[config.mk]
export PLATFORM = sky130hd
export DESIGN_NAME = pulse_count_led_mode_sender
export DESIGN_NICKNAME = d
export VERILOG_FILES = /design/src/sv/plcms_pkg.sv /design/src/sv/plcms_fifo.sv /design/src/sv/plcms_front.sv /design/src/sv/plcms_engine.sv /design/src/sv/pulse_count_led_mode_sender.sv
export SDC_FILE = /design/constraint.sdc
export NUM_CORES = 1
export LEC_CHECK = 0
export BUFFER_PORTS_ARGS = -buffer_cell sky130_fd_sc_hd__buf_2
export CELL_PAD_IN_SITES_DETAIL_PLACEMENT = 2
export CELL_PAD_IN_SITES_GLOBAL_PLACEMENT = 2
export CORE_ASPECT_RATIO = 1.2
export CORE_MARGIN = 3
export CORE_UTILIZATION = 45
export DETAILED_ROUTE_END_ITERATION = 7
export GPL_TIMING_DRIVEN = 0
export PLACE_DENSITY_LB_ADDON = 0.1
export REMOVE_ABC_BUFFERS = 1
export SYNTH_ARGS = -nofsm -noshare
export SYNTH_HDL_FRONTEND = slang
export SYNTH_SLANG_ARGS = --single-unit
[constraint.sdc]
create_clock -name clk -period 8.97 [get_ports clk]
set_input_delay 0.897 -clock clk [delete_from_list [all_inputs] [get_ports clk]]
set_output_delay 0.897 -clock clk [all_outputs]
set_load 0.05 [all_outputs]
[src/sv/plcms_pkg.sv]
// Package for the pulse-count LED mode sender.
// Holds transaction structs, command and phase codes, and sizing constants.
// No dependencies.
`default_nettype none

package plcms_pkg;

    // Sizing
    localparam int TICK_WIDTH_DEF = 20;
    localparam int CFG_W          = 20;
    localparam int CFG_IDX_W      = 3;
    localparam int KIND_W         = 3;
    localparam int BRIGHT_W       = 8;
    localparam int MODE_W         = 4;
    localparam int QUEUE_DEPTH    = 2;

    // Frame codes and mode limit
    localparam logic [MODE_W-1:0] CODE_INIT = 4'd11;
    localparam logic [MODE_W-1:0] MODE_TOP  = 4'd9;

    // Reset values of the timing registers
    localparam logic [CFG_W-1:0] LEAD_RST   = 20'd1000;
    localparam logic [CFG_W-1:0] SYNC_RST   = 20'd6000;
    localparam logic [CFG_W-1:0] PULSE_RST  = 20'd1000;
    localparam logic [CFG_W-1:0] END_RST    = 20'd5000;
    localparam logic [CFG_W-1:0] SETTLE_RST = 20'd100000;

    // Input kind codes
    localparam logic [KIND_W-1:0] KIND_TICK    = 3'd0;
    localparam logic [KIND_W-1:0] KIND_BUTTON  = 3'd1;
    localparam logic [KIND_W-1:0] KIND_SET     = 3'd2;
    localparam logic [KIND_W-1:0] KIND_SUSPEND = 3'd3;
    localparam logic [KIND_W-1:0] KIND_RESUME  = 3'd4;

    // Configuration register indexes
    localparam logic [CFG_IDX_W-1:0] REG_LEAD   = 3'd0;
    localparam logic [CFG_IDX_W-1:0] REG_SYNC   = 3'd1;
    localparam logic [CFG_IDX_W-1:0] REG_PULSE  = 3'd2;
    localparam logic [CFG_IDX_W-1:0] REG_END    = 3'd3;
    localparam logic [CFG_IDX_W-1:0] REG_SETTLE = 3'd4;

    typedef enum logic [2:0] {
        CMD_TICK,
        CMD_BUTTON,
        CMD_SET,
        CMD_SUSPEND,
        CMD_RESUME,
        CMD_NONE
    } cmd_t;

    typedef enum logic [2:0] {
        PH_IDLE,
        PH_SETTLE,
        PH_LEAD,
        PH_SYNC,
        PH_GAP,
        PH_HIGH,
        PH_LOW,
        PH_END
    } phase_t;

    typedef struct packed {
        logic [KIND_W-1:0]   kind;
        logic [BRIGHT_W-1:0] brightness;
    } item_t;

    typedef struct packed {
        logic              ctrl_level;
        logic              enable_level;
        logic              busy_res;
        logic              accepted;
        logic [MODE_W-1:0] mode_now;
    } result_t;

    // Classified command as it waits between front and engine
    typedef struct packed {
        cmd_t              cmd;
        logic [MODE_W-1:0] level;
    } entry_t;

endpackage

`default_nettype wire

[src/sv/plcms_fifo.sv]
// Small register queue used between the front and the engine and on the result side.
// Depends on plcms_pkg for the default depth.
`default_nettype none

module plcms_fifo #(
    parameter int DEPTH = plcms_pkg::QUEUE_DEPTH,
    parameter type data_t = logic
) (
    input  wire        clk,
    input  wire        rst_n,
    input  wire        push,
    input  wire data_t wr_data,
    output logic       full,
    input  wire        pop,
    output data_t      rd_data,
    output logic       empty
);

    localparam int PTR_W = (DEPTH > 1) ? $clog2(DEPTH) : 1;
    localparam int CNT_W = $clog2(DEPTH + 1);
    localparam logic [PTR_W-1:0] PTR_LAST = PTR_W'(DEPTH - 1);
    localparam logic [CNT_W-1:0] CNT_FULL = CNT_W'(DEPTH);

    data_t             slot_reg [DEPTH];
    logic [PTR_W-1:0]  wr_ptr_reg, wr_ptr_next;
    logic [PTR_W-1:0]  rd_ptr_reg, rd_ptr_next;
    logic [CNT_W-1:0]  cnt_reg, cnt_next;
    logic              do_push, do_pop;

    assign full    = (cnt_reg == CNT_FULL);
    assign empty   = (cnt_reg == '0);
    assign do_push = push && !full;
    assign do_pop  = pop && !empty;
    assign rd_data = slot_reg[rd_ptr_reg];

    // Advance pointers and occupancy
    always_comb
    begin
        wr_ptr_next = wr_ptr_reg;
        rd_ptr_next = rd_ptr_reg;
        cnt_next    = cnt_reg;
        if (do_push)
        begin
            wr_ptr_next = (wr_ptr_reg == PTR_LAST) ? '0 : wr_ptr_reg + 1'b1;
        end
        if (do_pop)
        begin
            rd_ptr_next = (rd_ptr_reg == PTR_LAST) ? '0 : rd_ptr_reg + 1'b1;
        end
        if (do_push && !do_pop)
        begin
            cnt_next = cnt_reg + 1'b1;
        end
        else if (do_pop && !do_push)
        begin
            cnt_next = cnt_reg - 1'b1;
        end
    end

    always_ff @(posedge clk or negedge rst_n)
    begin
        if (!rst_n)
        begin
            wr_ptr_reg <= '0;
            rd_ptr_reg <= '0;
            cnt_reg    <= '0;
        end
        else
        begin
            wr_ptr_reg <= wr_ptr_next;
            rd_ptr_reg <= rd_ptr_next;
            cnt_reg    <= cnt_next;
        end
    end

    // Store payload
    always_ff @(posedge clk)
    begin
        if (do_push)
        begin
            slot_reg[wr_ptr_reg] <= wr_data;
        end
    end

endmodule

`default_nettype wire

[src/sv/plcms_front.sv]
// Front of the sender: takes input transactions, classifies them and queues them.
// Depends on plcms_pkg and plcms_fifo.
`default_nettype none

module plcms_front (
    input  wire                     clk,
    input  wire                     rst_n,
    input  wire                     push,
    input  wire plcms_pkg::item_t   item,
    output logic                    full,
    input  wire                     entry_pop,
    output plcms_pkg::entry_t       entry,
    output logic                    entry_valid
);

    plcms_pkg::entry_t decoded;
    logic              entry_empty;

    // Classify the kind and clamp the requested level
    always_comb
    begin
        case (item.kind)
            plcms_pkg::KIND_TICK:    decoded.cmd = plcms_pkg::CMD_TICK;
            plcms_pkg::KIND_BUTTON:  decoded.cmd = plcms_pkg::CMD_BUTTON;
            plcms_pkg::KIND_SET:     decoded.cmd = plcms_pkg::CMD_SET;
            plcms_pkg::KIND_SUSPEND: decoded.cmd = plcms_pkg::CMD_SUSPEND;
            plcms_pkg::KIND_RESUME:  decoded.cmd = plcms_pkg::CMD_RESUME;
            default:                 decoded.cmd = plcms_pkg::CMD_NONE;
        endcase
        if (item.brightness > plcms_pkg::BRIGHT_W'(plcms_pkg::MODE_TOP))
        begin
            decoded.level = plcms_pkg::MODE_TOP;
        end
        else
        begin
            decoded.level = item.brightness[plcms_pkg::MODE_W-1:0];
        end
    end

    plcms_fifo #(
        .DEPTH  (plcms_pkg::QUEUE_DEPTH),
        .data_t (plcms_pkg::entry_t)
    ) u_cmd_q (
        .clk     (clk),
        .rst_n   (rst_n),
        .push    (push),
        .wr_data (decoded),
        .full    (full),
        .pop     (entry_pop),
        .rd_data (entry),
        .empty   (entry_empty)
    );

    assign entry_valid = !entry_empty;

endmodule

`default_nettype wire

[src/sv/plcms_engine.sv]
// Back end of the sender: timing registers, frame phase sequencer and mode state.
// Depends on plcms_pkg.
`default_nettype none

module plcms_engine #(
    parameter int TICK_WIDTH = plcms_pkg::TICK_WIDTH_DEF
) (
    input  wire                                  clk,
    input  wire                                  rst_n,
    input  wire                                  cfg_valid,
    output logic                                 cfg_ready,
    input  wire  [plcms_pkg::CFG_IDX_W-1:0]      cfg_index,
    input  wire  [plcms_pkg::CFG_W-1:0]          cfg_data,
    input  wire                                  entry_valid,
    input  wire plcms_pkg::entry_t               entry,
    output logic                                 entry_pop,
    input  wire                                  res_full,
    output logic                                 res_push,
    output plcms_pkg::result_t                   res
);

    localparam int CW = plcms_pkg::CFG_W;
    localparam int MW = plcms_pkg::MODE_W;
    localparam int LW = (TICK_WIDTH > CW) ? TICK_WIDTH : CW;
    localparam logic [LW-1:0] LEN_CAP = LW'({TICK_WIDTH{1'b1}});

    // Timing registers
    logic [CW-1:0] lead_reg, sync_reg, pulse_reg, end_reg, settle_reg;

    // Sequencer state
    plcms_pkg::phase_t     phase_reg, phase_next;
    logic [TICK_WIDTH-1:0] tick_reg, tick_next;
    logic [MW-1:0]         pulses_reg, pulses_next;
    logic [MW-1:0]         mode_reg, mode_next;
    logic                  enable_reg, enable_next;
    logic                  follow_reg, follow_next;
    logic                  drop_reg, drop_next;

    logic [CW-1:0] len_raw, len_nz;
    logic [LW-1:0] len_ext, len;
    logic [LW:0]   tick_plus;
    logic          len_done;
    logic          accepted;
    logic          step;
    logic [MW-1:0] mode_inc, pulses_dec;

    assign cfg_ready = 1'b1;
    assign step      = entry_valid && !res_full;
    assign entry_pop = step;
    assign res_push  = step;

    // Write timing registers
    always_ff @(posedge clk or negedge rst_n)
    begin
        if (!rst_n)
        begin
            lead_reg   <= plcms_pkg::LEAD_RST;
            sync_reg   <= plcms_pkg::SYNC_RST;
            pulse_reg  <= plcms_pkg::PULSE_RST;
            end_reg    <= plcms_pkg::END_RST;
            settle_reg <= plcms_pkg::SETTLE_RST;
        end
        else if (cfg_valid)
        begin
            case (cfg_index)
                plcms_pkg::REG_LEAD:   lead_reg   <= cfg_data;
                plcms_pkg::REG_SYNC:   sync_reg   <= cfg_data;
                plcms_pkg::REG_PULSE:  pulse_reg  <= cfg_data;
                plcms_pkg::REG_END:    end_reg    <= cfg_data;
                plcms_pkg::REG_SETTLE: settle_reg <= cfg_data;
                default: ;
            endcase
        end
    end

    // Pick the length of the running phase, force at least one tick, cap to counter range
    always_comb
    begin
        case (phase_reg)
            plcms_pkg::PH_SETTLE: len_raw = settle_reg;
            plcms_pkg::PH_LEAD:   len_raw = lead_reg;
            plcms_pkg::PH_SYNC:   len_raw = sync_reg;
            plcms_pkg::PH_GAP,
            plcms_pkg::PH_HIGH,
            plcms_pkg::PH_LOW:    len_raw = pulse_reg;
            default:              len_raw = end_reg;
        endcase
        len_nz    = (len_raw == '0) ? CW'(1) : len_raw;
        len_ext   = LW'(len_nz);
        len       = (len_ext > LEN_CAP) ? LEN_CAP : len_ext;
        tick_plus = (LW + 1)'(tick_reg) + (LW + 1)'(1);
        len_done  = !(tick_plus < {1'b0, len});
    end

    assign mode_inc   = (mode_reg == plcms_pkg::MODE_TOP) ? '0 : mode_reg + 1'b1;
    assign pulses_dec = (pulses_reg != '0) ? pulses_reg - 1'b1 : pulses_reg;

    // Next state: tick the sequencer or start a command when idle
    always_comb
    begin
        phase_next  = phase_reg;
        tick_next   = tick_reg;
        pulses_next = pulses_reg;
        mode_next   = mode_reg;
        enable_next = enable_reg;
        follow_next = follow_reg;
        drop_next   = drop_reg;
        accepted    = 1'b0;
        if (entry.cmd == plcms_pkg::CMD_TICK)
        begin
            if (phase_reg != plcms_pkg::PH_IDLE)
            begin
                if (!len_done)
                begin
                    tick_next = tick_plus[TICK_WIDTH-1:0];
                end
                else
                begin
                    tick_next = '0;
                    case (phase_reg)
                        plcms_pkg::PH_SETTLE:
                        begin
                            phase_next  = plcms_pkg::PH_LEAD;
                            pulses_next = plcms_pkg::CODE_INIT;
                        end
                        plcms_pkg::PH_LEAD: phase_next = plcms_pkg::PH_SYNC;
                        plcms_pkg::PH_SYNC: phase_next = plcms_pkg::PH_GAP;
                        plcms_pkg::PH_GAP:
                        begin
                            phase_next = (pulses_reg != '0) ? plcms_pkg::PH_HIGH
                                                            : plcms_pkg::PH_END;
                        end
                        plcms_pkg::PH_HIGH: phase_next = plcms_pkg::PH_LOW;
                        plcms_pkg::PH_LOW:
                        begin
                            pulses_next = pulses_dec;
                            phase_next  = (pulses_dec != '0) ? plcms_pkg::PH_HIGH
                                                             : plcms_pkg::PH_END;
                        end
                        default:
                        begin
                            // End of frame: drop enable, chain the kept mode, or stop
                            phase_next = plcms_pkg::PH_IDLE;
                            if (drop_reg)
                            begin
                                enable_next = 1'b0;
                                drop_next   = 1'b0;
                            end
                            else if (follow_reg)
                            begin
                                follow_next = 1'b0;
                                if (mode_reg != '0)
                                begin
                                    phase_next  = plcms_pkg::PH_LEAD;
                                    pulses_next = mode_reg;
                                end
                            end
                        end
                    endcase
                end
            end
        end
        else if (phase_reg == plcms_pkg::PH_IDLE && entry.cmd != plcms_pkg::CMD_NONE)
        begin
            accepted   = 1'b1;
            tick_next  = '0;
            phase_next = plcms_pkg::PH_LEAD;
            case (entry.cmd)
                plcms_pkg::CMD_BUTTON:
                begin
                    mode_next   = mode_inc;
                    pulses_next = (mode_inc == '0) ? plcms_pkg::CODE_INIT : mode_inc;
                end
                plcms_pkg::CMD_SET:
                begin
                    mode_next   = entry.level;
                    pulses_next = (entry.level == '0) ? plcms_pkg::CODE_INIT : entry.level;
                end
                plcms_pkg::CMD_SUSPEND:
                begin
                    drop_next   = 1'b1;
                    follow_next = 1'b0;
                    pulses_next = plcms_pkg::CODE_INIT;
                end
                default:
                begin
                    // Resume: raise enable, settle unless its length is zero, then init and any kept mode
                    enable_next = 1'b1;
                    drop_next   = 1'b0;
                    follow_next = (mode_reg != '0);
                    pulses_next = plcms_pkg::CODE_INIT;
                    if (settle_reg != '0)
                    begin
                        phase_next = plcms_pkg::PH_SETTLE;
                    end
                end
            endcase
        end
    end

    // Build the result from the updated state
    always_comb
    begin
        res.ctrl_level   = (phase_next == plcms_pkg::PH_SYNC) ||
                           (phase_next == plcms_pkg::PH_HIGH);
        res.enable_level = enable_next;
        res.busy_res     = (phase_next != plcms_pkg::PH_IDLE);
        res.accepted     = accepted;
        res.mode_now     = mode_next;
    end

    // Hold state unless a transaction is processed
    always_ff @(posedge clk or negedge rst_n)
    begin
        if (!rst_n)
        begin
            phase_reg  <= plcms_pkg::PH_IDLE;
            tick_reg   <= '0;
            pulses_reg <= '0;
            mode_reg   <= '0;
            enable_reg <= 1'b1;
            follow_reg <= 1'b0;
            drop_reg   <= 1'b0;
        end
        else if (step)
        begin
            phase_reg  <= phase_next;
            tick_reg   <= tick_next;
            pulses_reg <= pulses_next;
            mode_reg   <= mode_next;
            enable_reg <= enable_next;
            follow_reg <= follow_next;
            drop_reg   <= drop_next;
        end
    end

endmodule

`default_nettype wire

[src/sv/pulse_count_led_mode_sender.sv]
// Top level of the pulse-count LED mode sender.
// Depends on plcms_pkg, plcms_front, plcms_engine and plcms_fifo.
//
// Usage:
//   Input queue: drive item (kind, brightness) and raise push; the transaction
//   is taken on a clock edge with push high and full low. Kind 0 is one
//   microsecond tick, kinds 1..4 are button, brightness set, suspend, resume.
//   Result queue: while empty is low, result holds the oldest result; pop it
//   on an edge with pop high. Every input transaction yields one result.
//   Configuration: cfg_valid with cfg_index/cfg_data; cfg_ready is always
//   high. Write only while no transaction is in flight.
// Timing:
//   A pushed transaction waits in the command queue, is processed in one engine
//   step and is written to the result queue, from which it can then be popped.
//   One transaction is taken per cycle while the result queue has room, each
//   one a step of the phase sequencer. Each queue holds two entries.
// Reset: timing registers take their defaults, the wire idles low, enable
//   is high, mode is off, both queues are empty.
// Stall: when pop stays low the result queue fills, the engine holds, and
//   full rises once the command queue is full too; nothing is lost.
`default_nettype none

module pulse_count_led_mode_sender #(
    parameter int TICK_WIDTH = plcms_pkg::TICK_WIDTH_DEF
) (
    input  wire                              clk,
    input  wire                              rst_n,
    input  wire                              push,
    input  wire plcms_pkg::item_t            item,
    output logic                             full,
    output logic                             empty,
    input  wire                              pop,
    output plcms_pkg::result_t               result,
    input  wire                              cfg_valid,
    output logic                             cfg_ready,
    input  wire  [plcms_pkg::CFG_IDX_W-1:0]  cfg_index,
    input  wire  [plcms_pkg::CFG_W-1:0]      cfg_data
);

    plcms_pkg::entry_t  entry;
    plcms_pkg::result_t res;
    logic               entry_valid, entry_pop;
    logic               res_push, res_full;

    plcms_front u_front (
        .clk         (clk),
        .rst_n       (rst_n),
        .push        (push),
        .item        (item),
        .full        (full),
        .entry_pop   (entry_pop),
        .entry       (entry),
        .entry_valid (entry_valid)
    );

    plcms_engine #(
        .TICK_WIDTH (TICK_WIDTH)
    ) u_engine (
        .clk         (clk),
        .rst_n       (rst_n),
        .cfg_valid   (cfg_valid),
        .cfg_ready   (cfg_ready),
        .cfg_index   (cfg_index),
        .cfg_data    (cfg_data),
        .entry_valid (entry_valid),
        .entry       (entry),
        .entry_pop   (entry_pop),
        .res_full    (res_full),
        .res_push    (res_push),
        .res         (res)
    );

    plcms_fifo #(
        .DEPTH  (plcms_pkg::QUEUE_DEPTH),
        .data_t (plcms_pkg::result_t)
    ) u_res_q (
        .clk     (clk),
        .rst_n   (rst_n),
        .push    (res_push),
        .wr_data (res),
        .full    (res_full),
        .pop     (pop),
        .rd_data (result),
        .empty   (empty)
    );

    // Engine never writes a result into a full queue
    assert property (@(posedge clk) disable iff (!rst_n) res_push |-> !res_full)
        else $error("result written into full queue");

    // A taken command always starts a settle wait or a frame
    assert property (@(posedge clk) disable iff (!rst_n)
        (!empty && result.accepted) |-> result.busy_res)
        else $error("accepted command left sender idle");

    // The control wire stays low whenever the sender is idle
    assert property (@(posedge clk) disable iff (!rst_n)
        (!empty && !result.busy_res) |-> !result.ctrl_level)
        else $error("control wire high while idle");

endmodule

`default_nettype wire

==> flow_metrics.tcl <==
set metrics [dict create \
    setup.worst_path.end "u_engine.pulses_reg[1]" \
    wl_per_cell_um 23.9 \
    overflow 0 \
    clock_sink_count 172 \
    clock_path_buffers 2 \
    finish.net_count 936 \
    cts.htree.levels 4 \
    power.density_cell_area_mw_per_mm2 303 \
    hpwl_um 19500 \
    ir_worst_vdd_mv 0.165 \
    ys_ff_latch 172 \
    drtAntennaViolNets 0 \
    hp-class "primary input to async pin" \
    detail_route.drc_violations 0 \
    critPathTopFamily "compound AO/OA/AOI/OAI gates" \
    timing.setup.critical_path_class "flip-flop to flip-flop" \
    grt_start_max_net_pins 101 \
    netlist_area_mm2 0.00940 \
    timing.critical_path.depth 14 \
    max_freq_ghz 0.184 \
    dr.first_iter.drc_count 299 \
    maxSlewHeadroom 0.157 \
    final.setup.tns_ps 0 \
    track_usage 0.257 \
    clk_transition_reported_paths_ps 70 \
    synth_async_sr_flop_share 0.826 \
    coreArea_mm2 0.0204 \
    grt_pass1_wl_um 44500 \
    post_synthesis_mean_instance_area_um2 11.1 \
    ys.flop_type "sky130_fd_sc_hd__dfrtp_1" \
    synth_cells 848 \
    timing.hold.ws_ps 365 \
    finalHoldViolCount 0 \
    timing.reg2reg.worst_path_depth 14 \
    cts_repair_resize_count 0 \
    setup_viol_count_final 0 \
    slowest_cell_on_the_critical_path "sky130_fd_sc_hd__dfrtp_2" \
    boundaryPins 50 \
    synth_edf_count 30 \
    rrSetupSlack_ps 3530 \
    rows 57 \
    die_w_um 138 \
    tightestPinTransition_ps 1260 \
    timing.critical_path.required_ps 9310 \
    cp-end-kind "flip-flop" \
    cts_hold_buffers 0 \
    critical-path-max-stage-delay_ps 890 \
    synth-seq-area-share 0.478 \
    placement.cell_area_mm2 0.00989 \
    total_power_mw 3.17 \
    outcome "finished clean" \
    insertion_delay_ps 430 \
    worst_path_cell_trace "buf_12, mux4_2, nor2_2, a31o_2, ha_1, a2111oi_0, o21ai_0, a311oi_1, o21ai_0, a311oi_1, and2_1, nand2_1, nand3_2, mux2i_1" \
    sequentialPowerShare 0.385 \
    die_area_mm2 0.0227 \
    routed-via-count 6898 \
    static-leakage-power_nw 4.32 \
    critical_path_peak_fanout 33 \
    critPathLaunchType "flip-flop" \
    clock_tree_from_tritoncts "built" \
    io_buffers 48 \
    final_area_mm2 0.0105 \
    cts_inserted_buffers 17 \
    final.setup_skew_ps 9.70 \
    syn2layout_area_growth_pct 11.5 \
    synthesis.yosys.warnings 0 \
    cts_setup_buffers 0 \
    drive_above_1_share 0.291 \
    worst_r2r_endpoint "u_engine.pulses_reg[1]" \
    timing_max_transition_violations_final 0 \
    cp-startpoint "u_engine.phase_reg[0]" \
    crit_buf_inv 1 \
    arrival_ps 5790 \
    first_pass_iters 4 \
    unrepaired_setup_endpoints_after_global_routing "no" \
    maxCapViolCount 0 \
    antenna_violations_before_repair 0 \
    finalCriticalPeriod_ps 5440 \
    net-switching-power_mw 1.27 \
    dieHeight_um 164 \
    cell_internal_pwr_mw 1.90 \
    first_global_vias 7767 \
    comb_power_share 0.382 \
    globalplace.congestion 0.816 \
    clk_root_buffer_cell "sky130_fd_sc_hd__clkbuf_16" \
    switching_part_of_the_total_power 0.401 \
    fin_crit_sh 0.607 \
    vias_per_cell 5.99 \
    filler_cell_count 2047 \
    synth_cell_type_count 74 \
    initial_core_util 0.461 \
    r2r-start "u_engine.phase_reg[0]" \
    routed_wl_um 27500 \
    n_antenna_cell 0 \
    power_share_of_the_clock_group 0.232 \
]
## metal layers
metal,part of all wire,global-route usage,vias to the layer above
met4,0.015,0.0710,0
met5,0,0,-
met3,0.021,0.0303,25
li1,-,-,3149
met1,0.44,0.336,3633
met2,0.53,0.451,91
## worst min-delay path by stage
stage	start	endpoint	slack (ps)	cells past startpoint
global placement	u_engine.follow_reg	u_engine.follow_reg	460	1
global route	rst_n	u_res_q.rd_ptr_reg	390	1
CTS	rst_n	u_res_q.rd_ptr_reg	380	1
finish	rst_n	u_res_q.rd_ptr_reg	370	1
detailed placement	u_engine.follow_reg	u_engine.follow_reg	490	1
floorplan	u_engine.follow_reg	u_engine.follow_reg	450	1
## placed cells by master, fill, tap and decap left out, types with 13 or more instances in the layout
cell and n:
sky130_fd_sc_hd__a21oi_1 23, sky130_fd_sc_hd__a22o_1 14, sky130_fd_sc_hd__buf_2 47, sky130_fd_sc_hd__clkbuf_16 19, sky130_fd_sc_hd__dfrtp_1 109, sky130_fd_sc_hd__dfstp_2 31, sky130_fd_sc_hd__edfxtp_1 30, sky130_fd_sc_hd__ha_1 23
sky130_fd_sc_hd__inv_1 17, sky130_fd_sc_hd__mux2_2 116, sky130_fd_sc_hd__mux2i_1 36, sky130_fd_sc_hd__nand2_1 87, sky130_fd_sc_hd__nand3_1 29, sky130_fd_sc_hd__nor2_1 39, sky130_fd_sc_hd__o21ai_0 42, sky130_fd_sc_hd__o22ai_1 13
sky130_fd_sc_hd__xnor2_1 22
## power groups by stage
stage	Sequential, mW	Clock [mW]	Combinational, mW
floorplan	1.17	0	0.838
global placement	1.23	0	1.09
detailed placement	1.23	0	1.20
CTS	1.22	0.749	1.21
global route	1.25	0.783	1.32
finish	1.22	0.735	1.21
## cell type report
type                    instances  area (um^2)  area share
inverters                      18         67.6     0.00645
repair buffers                 57          409      0.0391
well taps                     265          332      0.0317
multi-input cells             608         4590       0.438
clock inverters                11         96.3     0.00920
clock buffers                  21          484      0.0462
flip-flops and latches        172         4500       0.429
## kinds of logic after synthesis
logic type | count (synthesis) | share of synthesized area
buf+inv | 68 | 0.0350
mux | 157 | 0.187
compound gates | 156 | 0.114
flops | 172 | 0.478
xor+xnor | 32 | 0.0298
fa+ha+maj | 23 | 0.0306
simple gates | 239 | 0.125
other cells | 1 | 0.000399
## cell usage after synthesis, types with 11 or more instances
master / number / share of area
sky130_fd_sc_hd__dfrtp_1: 111 / 0.30
sky130_fd_sc_hd__edfxtp_1: 30 / 0.096
sky130_fd_sc_hd__and2_1: 11 / 0.0073
sky130_fd_sc_hd__dfstp_2: 31 / 0.087
sky130_fd_sc_hd__o21ai_0: 42 / 0.022
sky130_fd_sc_hd__nor2b_1: 11 / 0.0073
sky130_fd_sc_hd__nor2_1: 40 / 0.016
sky130_fd_sc_hd__a22o_1: 14 / 0.013
sky130_fd_sc_hd__nand3_1: 29 / 0.015
sky130_fd_sc_hd__mux2_2: 116 / 0.14
sky130_fd_sc_hd__nand2_1: 87 / 0.035
sky130_fd_sc_hd__o22ai_1: 13 / 0.0087
sky130_fd_sc_hd__a21oi_1: 24 / 0.013
sky130_fd_sc_hd__clkbuf_1: 30 / 0.012
sky130_fd_sc_hd__inv_1: 17 / 0.0068
sky130_fd_sc_hd__mux2i_1: 36 / 0.038
sky130_fd_sc_hd__ha_1: 23 / 0.031
sky130_fd_sc_hd__xnor2_1: 22 / 0.021
## worst reg2reg max path, cell delays in order (launching register included)
cell and delay, ps:
sky130_fd_sc_hd__dfrtp_2 890, sky130_fd_sc_hd__buf_12 320, sky130_fd_sc_hd__mux4_2 570, sky130_fd_sc_hd__nor2_2 160, sky130_fd_sc_hd__a31o_2 150, sky130_fd_sc_hd__ha_1 240
sky130_fd_sc_hd__a2111oi_0 400, sky130_fd_sc_hd__o21ai_0 180, sky130_fd_sc_hd__a311oi_1 280, sky130_fd_sc_hd__o21ai_0 140, sky130_fd_sc_hd__a311oi_1 530, sky130_fd_sc_hd__and2_1 340
sky130_fd_sc_hd__nand2_1 500, sky130_fd_sc_hd__nand3_2 400, sky130_fd_sc_hd__mux2i_1 270
## through the flow
step                      std cells  utilization  setup slack [ps]
after detailed placement       1120        0.485              3610
after global routing           1152        0.513              3050
after global placement         1111        0.476              2100
final                          1152        0.513              3530
after floorplan                 798            -              4140
after CTS                      1152        0.513              3490
Note: power is estimated with default switching activity, not from simulation.
